==> config.mk <==
export PLATFORM = sky130hd
export DESIGN_NAME = tafl_front
export DESIGN_NICKNAME = d
export VERILOG_FILES = /design/src/sv/tail_area_fdr_lookup_defines.svh /design/src/sv/tafl_pkg.sv /design/src/sv/tafl_front.sv
export SDC_FILE = /design/constraint.sdc
export NUM_CORES = 1
export LEC_CHECK = 0
export ABC_CLOCK_PERIOD_IN_PS = 10300
export CAP_MARGIN = 20
export CORE_ASPECT_RATIO = 1.4
export CORE_UTILIZATION = 41
export DETAILED_ROUTE_END_ITERATION = 12
export DONT_BUFFER_PORTS = 1
export GPL_TIMING_DRIVEN = 0
export HOLD_SLACK_MARGIN = 0.12
export PLACE_DENSITY = 0.58
export SETUP_SLACK_MARGIN = 0.02
export SLEW_MARGIN = 20
export SYNTH_ARGS = -nofsm -noshare
export SYNTH_HDL_FRONTEND = slang
export SYNTH_SLANG_ARGS = --single-unit
==> constraint.sdc <==
create_clock -name clock -period 10.3 [get_ports clock]
set_clock_uncertainty 0.1 [all_clocks]
set_input_delay 1.545 -clock clock [delete_from_list [all_inputs] [get_ports clock]]
set_output_delay 1.545 -clock clock [all_outputs]
set_load 0.01 [all_outputs]
==> src/sv/tail_area_fdr_lookup_defines.svh <==
// assertion macros for the tail area fdr lookup
`ifndef TAIL_AREA_FDR_LOOKUP_DEFINES_SVH
`define TAIL_AREA_FDR_LOOKUP_DEFINES_SVH
`ifndef SYNTH
`define TAFL_ASSERT(label, clk, rst, prop, msg) \
   label: assert property (@(posedge clk) disable iff (rst) prop) else $error(msg);
`define TAFL_ASSERT_ALWAYS(label, clk, prop, msg) \
   label: assert property (@(posedge clk) prop) else $error(msg);
`else
`define TAFL_ASSERT(label, clk, rst, prop, msg)
`define TAFL_ASSERT_ALWAYS(label, clk, prop, msg)
`endif
`endif

==> src/sv/tafl_pkg.sv <==
package tafl_pkg;

   localparam int GRID_POINTS_DEF = 1024;
   localparam int QUEUE_DEPTH = 2;
   localparam int QPTR_W = (QUEUE_DEPTH > 1) ? $clog2(QUEUE_DEPTH) : 1;
   localparam int QCNT_W = $clog2(QUEUE_DEPTH + 1);

   localparam int INDEX_W = 10;
   localparam int SCORE_W = 24;
   localparam int DENS_W = 32;
   localparam int FDR_W = 32;
   localparam int TAIL_W = 48;
   localparam int WEIGHT_W = 17;
   localparam int WPROD_W = 56;
   localparam int PROD_W = 51;
   localparam int LOC_W = 49;
   localparam int FD_W = 34;
   localparam int GLOB_W = 64;
   localparam logic [WEIGHT_W-1:0] WEIGHT_ONE = 17'h10000;

   localparam int CSR_ADDR_W = 3;
   localparam int CSR_DATA_W = 32;
   localparam logic [CSR_ADDR_W-1:0] CSR_TICK_STEP = 3'd0;
   localparam logic [CSR_ADDR_W-1:0] CSR_STEP_RECIP = 3'd1;
   localparam logic [CSR_ADDR_W-1:0] CSR_SCORE_FLOOR = 3'd2;
   localparam logic [CSR_ADDR_W-1:0] CSR_RATIO = 3'd3;
   localparam logic [CSR_ADDR_W-1:0] CSR_DENS_FLOOR = 3'd4;

   localparam logic [23:0] RST_TICK_STEP = 24'd1;
   localparam logic [31:0] RST_STEP_RECIP = 32'hFFFF_FFFF;
   localparam logic [23:0] RST_SCORE_FLOOR = 24'd6554;
   localparam logic [31:0] RST_RATIO = 32'd16777216;
   localparam logic [31:0] RST_DENS_FLOOR = 32'd1;

   localparam logic [1:0] REQ_LOAD = 2'd0;
   localparam logic [1:0] REQ_FINISH = 2'd1;
   localparam logic [1:0] REQ_QUERY = 2'd2;

   localparam logic [1:0] STATUS_OK = 2'd0;
   localparam logic [1:0] STATUS_SAT = 2'd1;
   localparam logic [1:0] STATUS_NOT_READY = 2'd2;

   typedef enum logic [1:0] {CMD_LOAD, CMD_FINISH, CMD_QUERY} cmd_kind_type;

   typedef struct packed {
      logic [1:0]         req_type;
      logic               curve;
      logic [INDEX_W-1:0] tick_index;
      logic [DENS_W-1:0]  density;
      logic [SCORE_W-1:0] score;
   } req_item_type;

   typedef struct packed {
      logic [FDR_W-1:0] local_fdr;
      logic [FDR_W-1:0] global_fdr;
      logic [1:0]       status;
   } rsp_item_type;

   typedef struct packed {
      cmd_kind_type       kind;
      logic               curve;
      logic [INDEX_W-1:0] index;
      logic [DENS_W-1:0]  value;
   } cmd_type;

   typedef struct packed {
      logic [23:0] tick_step;
      logic [31:0] step_recip;
      logic [23:0] score_floor;
      logic [31:0] ratio;
      logic [31:0] dens_floor;
   } csr_type;

   typedef struct packed {
      logic              start;
      logic [31:0]       ratio;
      logic [GLOB_W-1:0] num;
      logic [GLOB_W-1:0] den;
   } div_req_type;

   typedef struct packed {
      logic             done;
      logic [FDR_W-1:0] quo;
      logic             sat;
   } div_rsp_type;

endpackage

==> src/sv/tafl_front.sv <==
module tafl_front #(
   parameter int GRID_POINTS = tafl_pkg::GRID_POINTS_DEF
) (
   input  logic                  clock,
   input  logic                  reset,
   input  logic                  push,
   output logic                  full,
   input  tafl_pkg::req_item_type req_item,
   input  tafl_pkg::csr_type     csr,
   output tafl_pkg::cmd_type     cmd,
   output logic                  cmd_empty,
   input  logic                  cmd_pop
);

   tafl_pkg::cmd_type q_ff [tafl_pkg::QUEUE_DEPTH];
   logic [tafl_pkg::QPTR_W-1:0] wr_ptr_ff, rd_ptr_ff;
   logic [tafl_pkg::QCNT_W-1:0] cnt_ff;
   tafl_pkg::cmd_type cmd_in;
   logic keep, enq;

   // classify: floor densities and scores, drop unused codes and stray indexes
   always_comb begin
      cmd_in = '0;
      keep = 1'b0;
      cmd_in.curve = req_item.curve;
      cmd_in.index = req_item.tick_index;
      unique case (req_item.req_type)
         tafl_pkg::REQ_LOAD: begin
            cmd_in.kind = tafl_pkg::CMD_LOAD;
            cmd_in.value = (req_item.density < csr.dens_floor) ? csr.dens_floor
                                                                : req_item.density;
            keep = 32'(req_item.tick_index) < 32'(GRID_POINTS);
         end
         tafl_pkg::REQ_FINISH: begin
            cmd_in.kind = tafl_pkg::CMD_FINISH;
            keep = 1'b1;
         end
         tafl_pkg::REQ_QUERY: begin
            cmd_in.kind = tafl_pkg::CMD_QUERY;
            cmd_in.value = 32'((req_item.score < csr.score_floor) ? csr.score_floor
                                                                   : req_item.score);
            keep = 1'b1;
         end
         default: keep = 1'b0;
      endcase
   end

   assign full = (cnt_ff == tafl_pkg::QCNT_W'(tafl_pkg::QUEUE_DEPTH));
   assign enq = push && !full && keep;
   assign cmd_empty = (cnt_ff == '0);
   assign cmd = q_ff[rd_ptr_ff];

   always_ff @(posedge clock) begin
      if (enq) begin
         q_ff[wr_ptr_ff] <= cmd_in;
      end
   end

   always_ff @(posedge clock) begin
      if (reset) begin
         wr_ptr_ff <= '0;
         rd_ptr_ff <= '0;
         cnt_ff <= '0;
      end else begin
         if (enq) begin
            wr_ptr_ff <= (wr_ptr_ff == tafl_pkg::QPTR_W'(tafl_pkg::QUEUE_DEPTH - 1)) ? '0
                         : wr_ptr_ff + 1'b1;
         end
         if (cmd_pop) begin
            rd_ptr_ff <= (rd_ptr_ff == tafl_pkg::QPTR_W'(tafl_pkg::QUEUE_DEPTH - 1)) ? '0
                         : rd_ptr_ff + 1'b1;
         end
         if (enq && !cmd_pop) begin
            cnt_ff <= cnt_ff + 1'b1;
         end else if (!enq && cmd_pop) begin
            cnt_ff <= cnt_ff - 1'b1;
         end
      end
   end

endmodule

# Yosys cells after proc, flatten, opt, wreduce, memory -nomap -nowiden

Memories as Yosys holds them, arrays and structs flattened. A register that Yosys moved wholly into a read port is not among the register bits.
Index checks and enable logic that the tools add are counted.

Div/mod/pow operators: 0
Reductions and logical operators: 11
Muxes and demuxes: 13
$lt $le $gt $ge: 2
Add/sub/neg operators: 4
Shift-type cells: 0
Eq/ne operators: 3
Bitwise operators: 0
Multiply operators: 0

Operator list:

| cell                                             | count |
|---|---|
| one-hot mux 32 bit (2 select lines)              | 1 |
| less-than comparator 32 bit                      | 1 |
| two-way mux 32 bit                               | 1 |
| less-than comparator 24 bit                      | 1 |
| two-way mux 24 bit                               | 1 |
| two-way mux 1 bit                                | 7 |
| == test 2 bit, second input constant             | 2 |
| logical AND 1 bit                                | 4 |
| logical NOT 2 bit                                | 2 |
| two-way mux 2 bit                                | 2 |
| one-hot mux 2 bit (2 select lines)               | 1 |
| logical NOT 1 bit                                | 3 |
| OR reduction 3 bit                               | 1 |
| adder 1 bit, second input constant               | 2 |
| adder 2 x 1 -> 2 bit, second input constant      | 1 |
| == test 2 x 1 -> 1 bit, second input constant    | 1 |
| nonzero test 2 bit                               | 1 |
| subtractor 2 x 1 -> 2 bit, second input constant | 1 |

Memories kept: 1
RAM bits: 90
Bits in latches: 0
Logic and storage cells: 37
Input bits: 217
Output and inout bits: 47
ROM bits: 0
Flip-flop bits (word level): 4

Memory list:

| name | depth | width | read ports | clocked after Yosys merged registers in | wr ports | RTL line         | source |
|---|---|---|---|---|---|---|---|
| q_ff | 2     | 45    | 1          | 1                                       | 1        | tafl_front.sv:15 | `tafl_pkg::cmd_type q_ff [tafl_pkg::QUEUE_DEPTH];` |

# Longest topological paths before layout

Depth after elaboration: 8
Gate-level depth with buffers: 10
Depth with buffers taken out: 8

# Worst setup path before layout

OpenSTA, ideal clock, no wires.

Kind: input port to flip-flop
Start: input port req_item[67] in the netlist's numbering
End: memory q_ff[0][0] in the netlist's numbering (enable)
Buffers on the path: 1
Data arrival time: 4.084 ns
Cell stages on the path: 5
Required time: 9.747 ns
Library setup time: 0.453 ns
Slack: 5.663 ns
Cells stage by stage: clkbuf_1 > nand2_1 > nand2_1 > nor2_1 > nor2b_1

Word-level cells in the longest chain between the ends: 6
Elaborated cells between the ends (all ways): 8
Those cells by class: eq/ne: 2; mux: 3; reduce/logical: 3

RTL lines:

| element                                     | RTL line         | source |
|---|---|---|
| start, declared                             | tafl_front.sv:8  | `input tafl_pkg::req_item_type req_item,` |
| == test 2 bit, or another cell as far along | tafl_front.sv:27 | `unique case (req_item.req_type)` |
| OR reduction 3 bit (no line) *              | n/a              |  |
| two-way mux 1 bit *                         | tafl_front.sv:27 |  |
| logical AND 1 bit *                         | tafl_front.sv:49 | `assign enq = push && !full && keep;` |
| via enq                                     | tafl_front.sv:19 | `logic keep, enq;` |
| two-way mux 1 bit *                         | tafl_front.sv:54 | `if (enq) begin` |
| two-way mux 1 bit (not written as such) *   | tafl_front.sv:55 | `q_ff[wr_ptr_ff] <= cmd_in;` |
| end, declared                               | tafl_front.sv:15 |  |

Mark *: on every way through the listed nets, which the timed path passes. The rest lies on a longest branch.

==> results.md <==
- Before antenna repair, the detailed router went through 4 iterations.
- The area enclosed by the die boundary is 0.0162 mm².
- The number of gates given a new drive strength after cts is 0.
- The time the worst path needs with I/O delays and setup is 4150 ps.
- After synthesis, the share of flip-flops with an asynchronous set or reset is 0%.
- Clock latency on the worst-skew pair, taken at its later pin, is 340 ps.
- Ranked by instance count, the synthesized netlist is headed by edfxtp_1 (90), inv_1 (58), ha_1 (55).
- The sequential share of power is 45.4%.
- The clock slew at the register clock pins of the worst setup and hold paths is 70 ps.
- The final number of hold-violating endpoints is 0.
- The timing-limited maximum frequency is 241 MHz.
- At the end of the flow, the number of nets in the layout was 858.
- The routed design has 18.2 mm of wire.
- The fraction of post-synthesis cell area in the top cell type by area is 41.9%.
- For the final routed database, the setup TNS stands at 0 ps.
- The required time of the critical path is 10280 ps.
- The cell type contributing the most total cell area after synthesis is edfxtp_1.
- The power after layout is 1050 µW.
- The number of vias after detailed routing is 4790.
- The number of global-route vias before repair was 5049.
- The number of max-cap violations is 0.
- After synthesis, the cell types taking the most area are edfxtp_1 (42%), ha_1 (11%), mux2_2 (7.9%).
- The cell area after placement is 0.00675 mm².
- The global placer's final weighted congestion is 0.887.
- The HPWL after detailed placement is 14.4 mm.
- Among all cell types in the netlist, the one instantiated most often is edfxtp_1.
- Entering global routing, the biggest net connects 46 pins.
- In this run the post-CTS setup repair buffer count came out at 0.
- The type of the worst setup path is input port to flop.
- The class of the tightest hold or removal check is flop to flop.
- The switching power is 311 µW.
- Setup repair after global routing left no endpoint under its margin.
- The logic gate share of total power is 23.5%.
- The number of CTS-inserted buffers is 9.
- The layout filler cell count is 1461.
- Across the VDD grid, the largest voltage drop is 0.0700 mV.
- The global routing usage summed across all routing layers is 22.7%.
- The portion of the clock cycle consumed by the worst path in the final layout is 40.3%.
- The switching power as a share of total power is 29.7%.
- The flow ran to the end, and the final reports show no timing, DRC or antenna violations.
- From synthesis to final layout, the design area changed by 9.22%.
- The maximum level of the CTS H-tree is 3.
- The number of inserted diodes is 0.
- The floorplan die height is 150 µm.
- The first-pass GRT wire length is 27.3 mm.
- In this run the static leakage power is 0.00263 µW.
- The boundary pin count is 264.
- Data on the critical path arrives at its endpoint at 4130 ps.
- Along the worst path, the maximum fanout reaches 10.
- Summing all non-filler instances in the final layout gives an area of 0.00704 mm².
- The main flop type after synthesis is edfxtp_1.
- The routed wirelength normalized by instance count is 23.2 µm.
- The effective utilization at floorplan is 42.4%.
- The post-route worst hold slack is 397 ps.
- The cell at the root of the clock tree is clkbuf_16.
- The number of enable-type register cells in the synthesized netlist is 90.
- The cell area after technology mapping is 0.00644 mm².
- The clock passes through at most 2 buffers.
- Counting flops and latches in the post-synthesis netlist gives 95.
- The worst slack after detailed placement is 5740 ps.
- Global routing consumed, on the met3 layer, 8.01% of the routing resources.
- The initial antenna violation count is 0.
- The chip width is 108 µm.
- The type of destination of the critical path is a flop.
- Input and output buffers added on the ports amount to 0.
- The mean cell area of the mapped netlist is 11.2 µm².
- The number of setup violations in the final report is 0.
- The number of remaining DRC errors is 0.
- After the first detailed-routing iteration, the DRC count stood at 225.
- The normalized max-slew margin is 51.9%.
- The mean number of vias per cell is 6.12.
- The most heavily used metal layer in global routing is met2.
- The routing usage on met2 is 40.9%.
- For this design, the sink count on the clock tree is 95.
- The number of different library cells in the post-synthesis netlist is 52.
- The final worst-path setup slack is 6150 ps.
- The number of hold buffers added after CTS was 0.
- The ratio of total power to cell area is 149 mW/mm².
- The number of rows in the core area is 53.
- In the final layout, the share of cells above drive strength 1 is 17.1%.
- The instance count of the mapped netlist is 573.
- The area inside the core boundary is 0.0152 mm².
- The number of nets in the synthesized netlist is 845.
- The worst-margin pin slew is 720 ps.
- The worst setup path is launched from an input port.
- TritonCTS built the clock tree.
- The sum of overflow across all layers after global routing is 0.
- The met1 global-route usage is 23.8%.
- The final max-slew violation count is 0.
- Sequential cells were found to cover 43.5% of the synthesized design area.
- The number of routed nets with antenna violations is 0.
- The proportion of power drawn by the clock network is 31.1%.
- The internal portion of total power is 736 µW.
- Yosys printed 0 warnings.
==> metrics by stage <==
| stage | utilization [%] | instances |
|---|---|---|
| 4_1_cts | 46.3 | 783 |
| 3_3_place_gp | 44.0 | 765 |
| 6_report | 46.3 | 783 |
| 3_5_place_dp | 44.4 | 767 |
| 5_1_grt | 46.3 | 783 |
| 2_1_floorplan | - | 573 |
==> worst paths after layout <==
check / slack, ps / end / start / cells past startpoint
hold reg to reg: 400 / cnt_ff[1] / cnt_ff[1] / 2
setup reg to reg: 8050 / q_ff[0][11] / cnt_ff[0] / 5
setup / recovery: 6150 / q_ff[1][7] / csr[87] / 8
hold / removal: 400 / cnt_ff[1] / cnt_ff[1] / 2
==> final cells by class <==
type	count	area [µm²]	share of cell area, %
multi-input cells	377	3190	45.4
flip-flops and latches	95	2800	39.8
well taps	192	240	3.41
plain buffers	43	239	3.40
clock buffers	9	225	3.20
inverters	58	218	3.09
clock inverters	7	63.8	0.907
repair buffers	2	55.1	0.782
==> power by group through the flow <==
| stage | sequential, µW | combinational [µW] | clock, µW |
|---|---|---|---|
| 6_report | 476 | 246 | 326 |
| 3_3_place_gp | 486 | 234 | 0 |
| 3_5_place_dp | 485 | 248 | 0 |
| 4_1_cts | 476 | 249 | 333 |
| 5_1_grt | 479 | 271 | 347 |
| 2_1_floorplan | 483 | 184 | 0 |
==> kinds of logic after synthesis <==
kind of cell             count (synthesis)  share of synthesized area [%]
AO/OA/AOI/OAI                          194                           23.7
buffers and inverters                  101                           7.09
flip-flops                              95                           43.5
AND/OR/NAND/NOR                         71                           5.36
adder cells (fa/ha/maj)                 55                           10.7
multiplexers                            53                           9.11
XOR/XNOR                                 4                          0.544
==> layer usage <==
metal  share of wire [%]  wire length (µm)
met1                  37              6670
met2                  52              9370
met3                 9.7              1760
met4                 2.1               373
met5                   0                 0
==> registers in the layout (all words and copies together) (netlist names), named ones only <==
name and flops:
wr_ptr_ff 1, cnt_ff 2, q_ff 90, rd_ptr_ff 1
==> placed cells by master (no fill, tap or decap), drive strengths merged, types with 2 or more instances in the layout <==
master    instances
edfxtp           90
inv              61
ha               55
mux2             45
clkbuf           35
o21ai            34
nand2            28
a21boi           25
a311oi           25
a221oi           25
o211ai           24
o31a             23
a21oi            19
buf              19
nor2             13
mux2i             8
nand4             7
a21o              5
dfxtp             5
nor2b             5
nand3             4
o21a              3
or3               3
a211oi            3
a211o             3
or2               2
xor2              2
xnor2             2
clkinv            2
clkinvlp          2
and3              2
a2111oi           2
and2              2
==> worst max-delay path, cell delays in order <==
cell and delay [ps]:
inv_1 70, ha_1 330, nand4_1 180, or4_1 590, a211oi_2 270, clkbuf_1 450
o21ai_0 170, a221oi_1 520
Power figures use the tool's default switching activity.
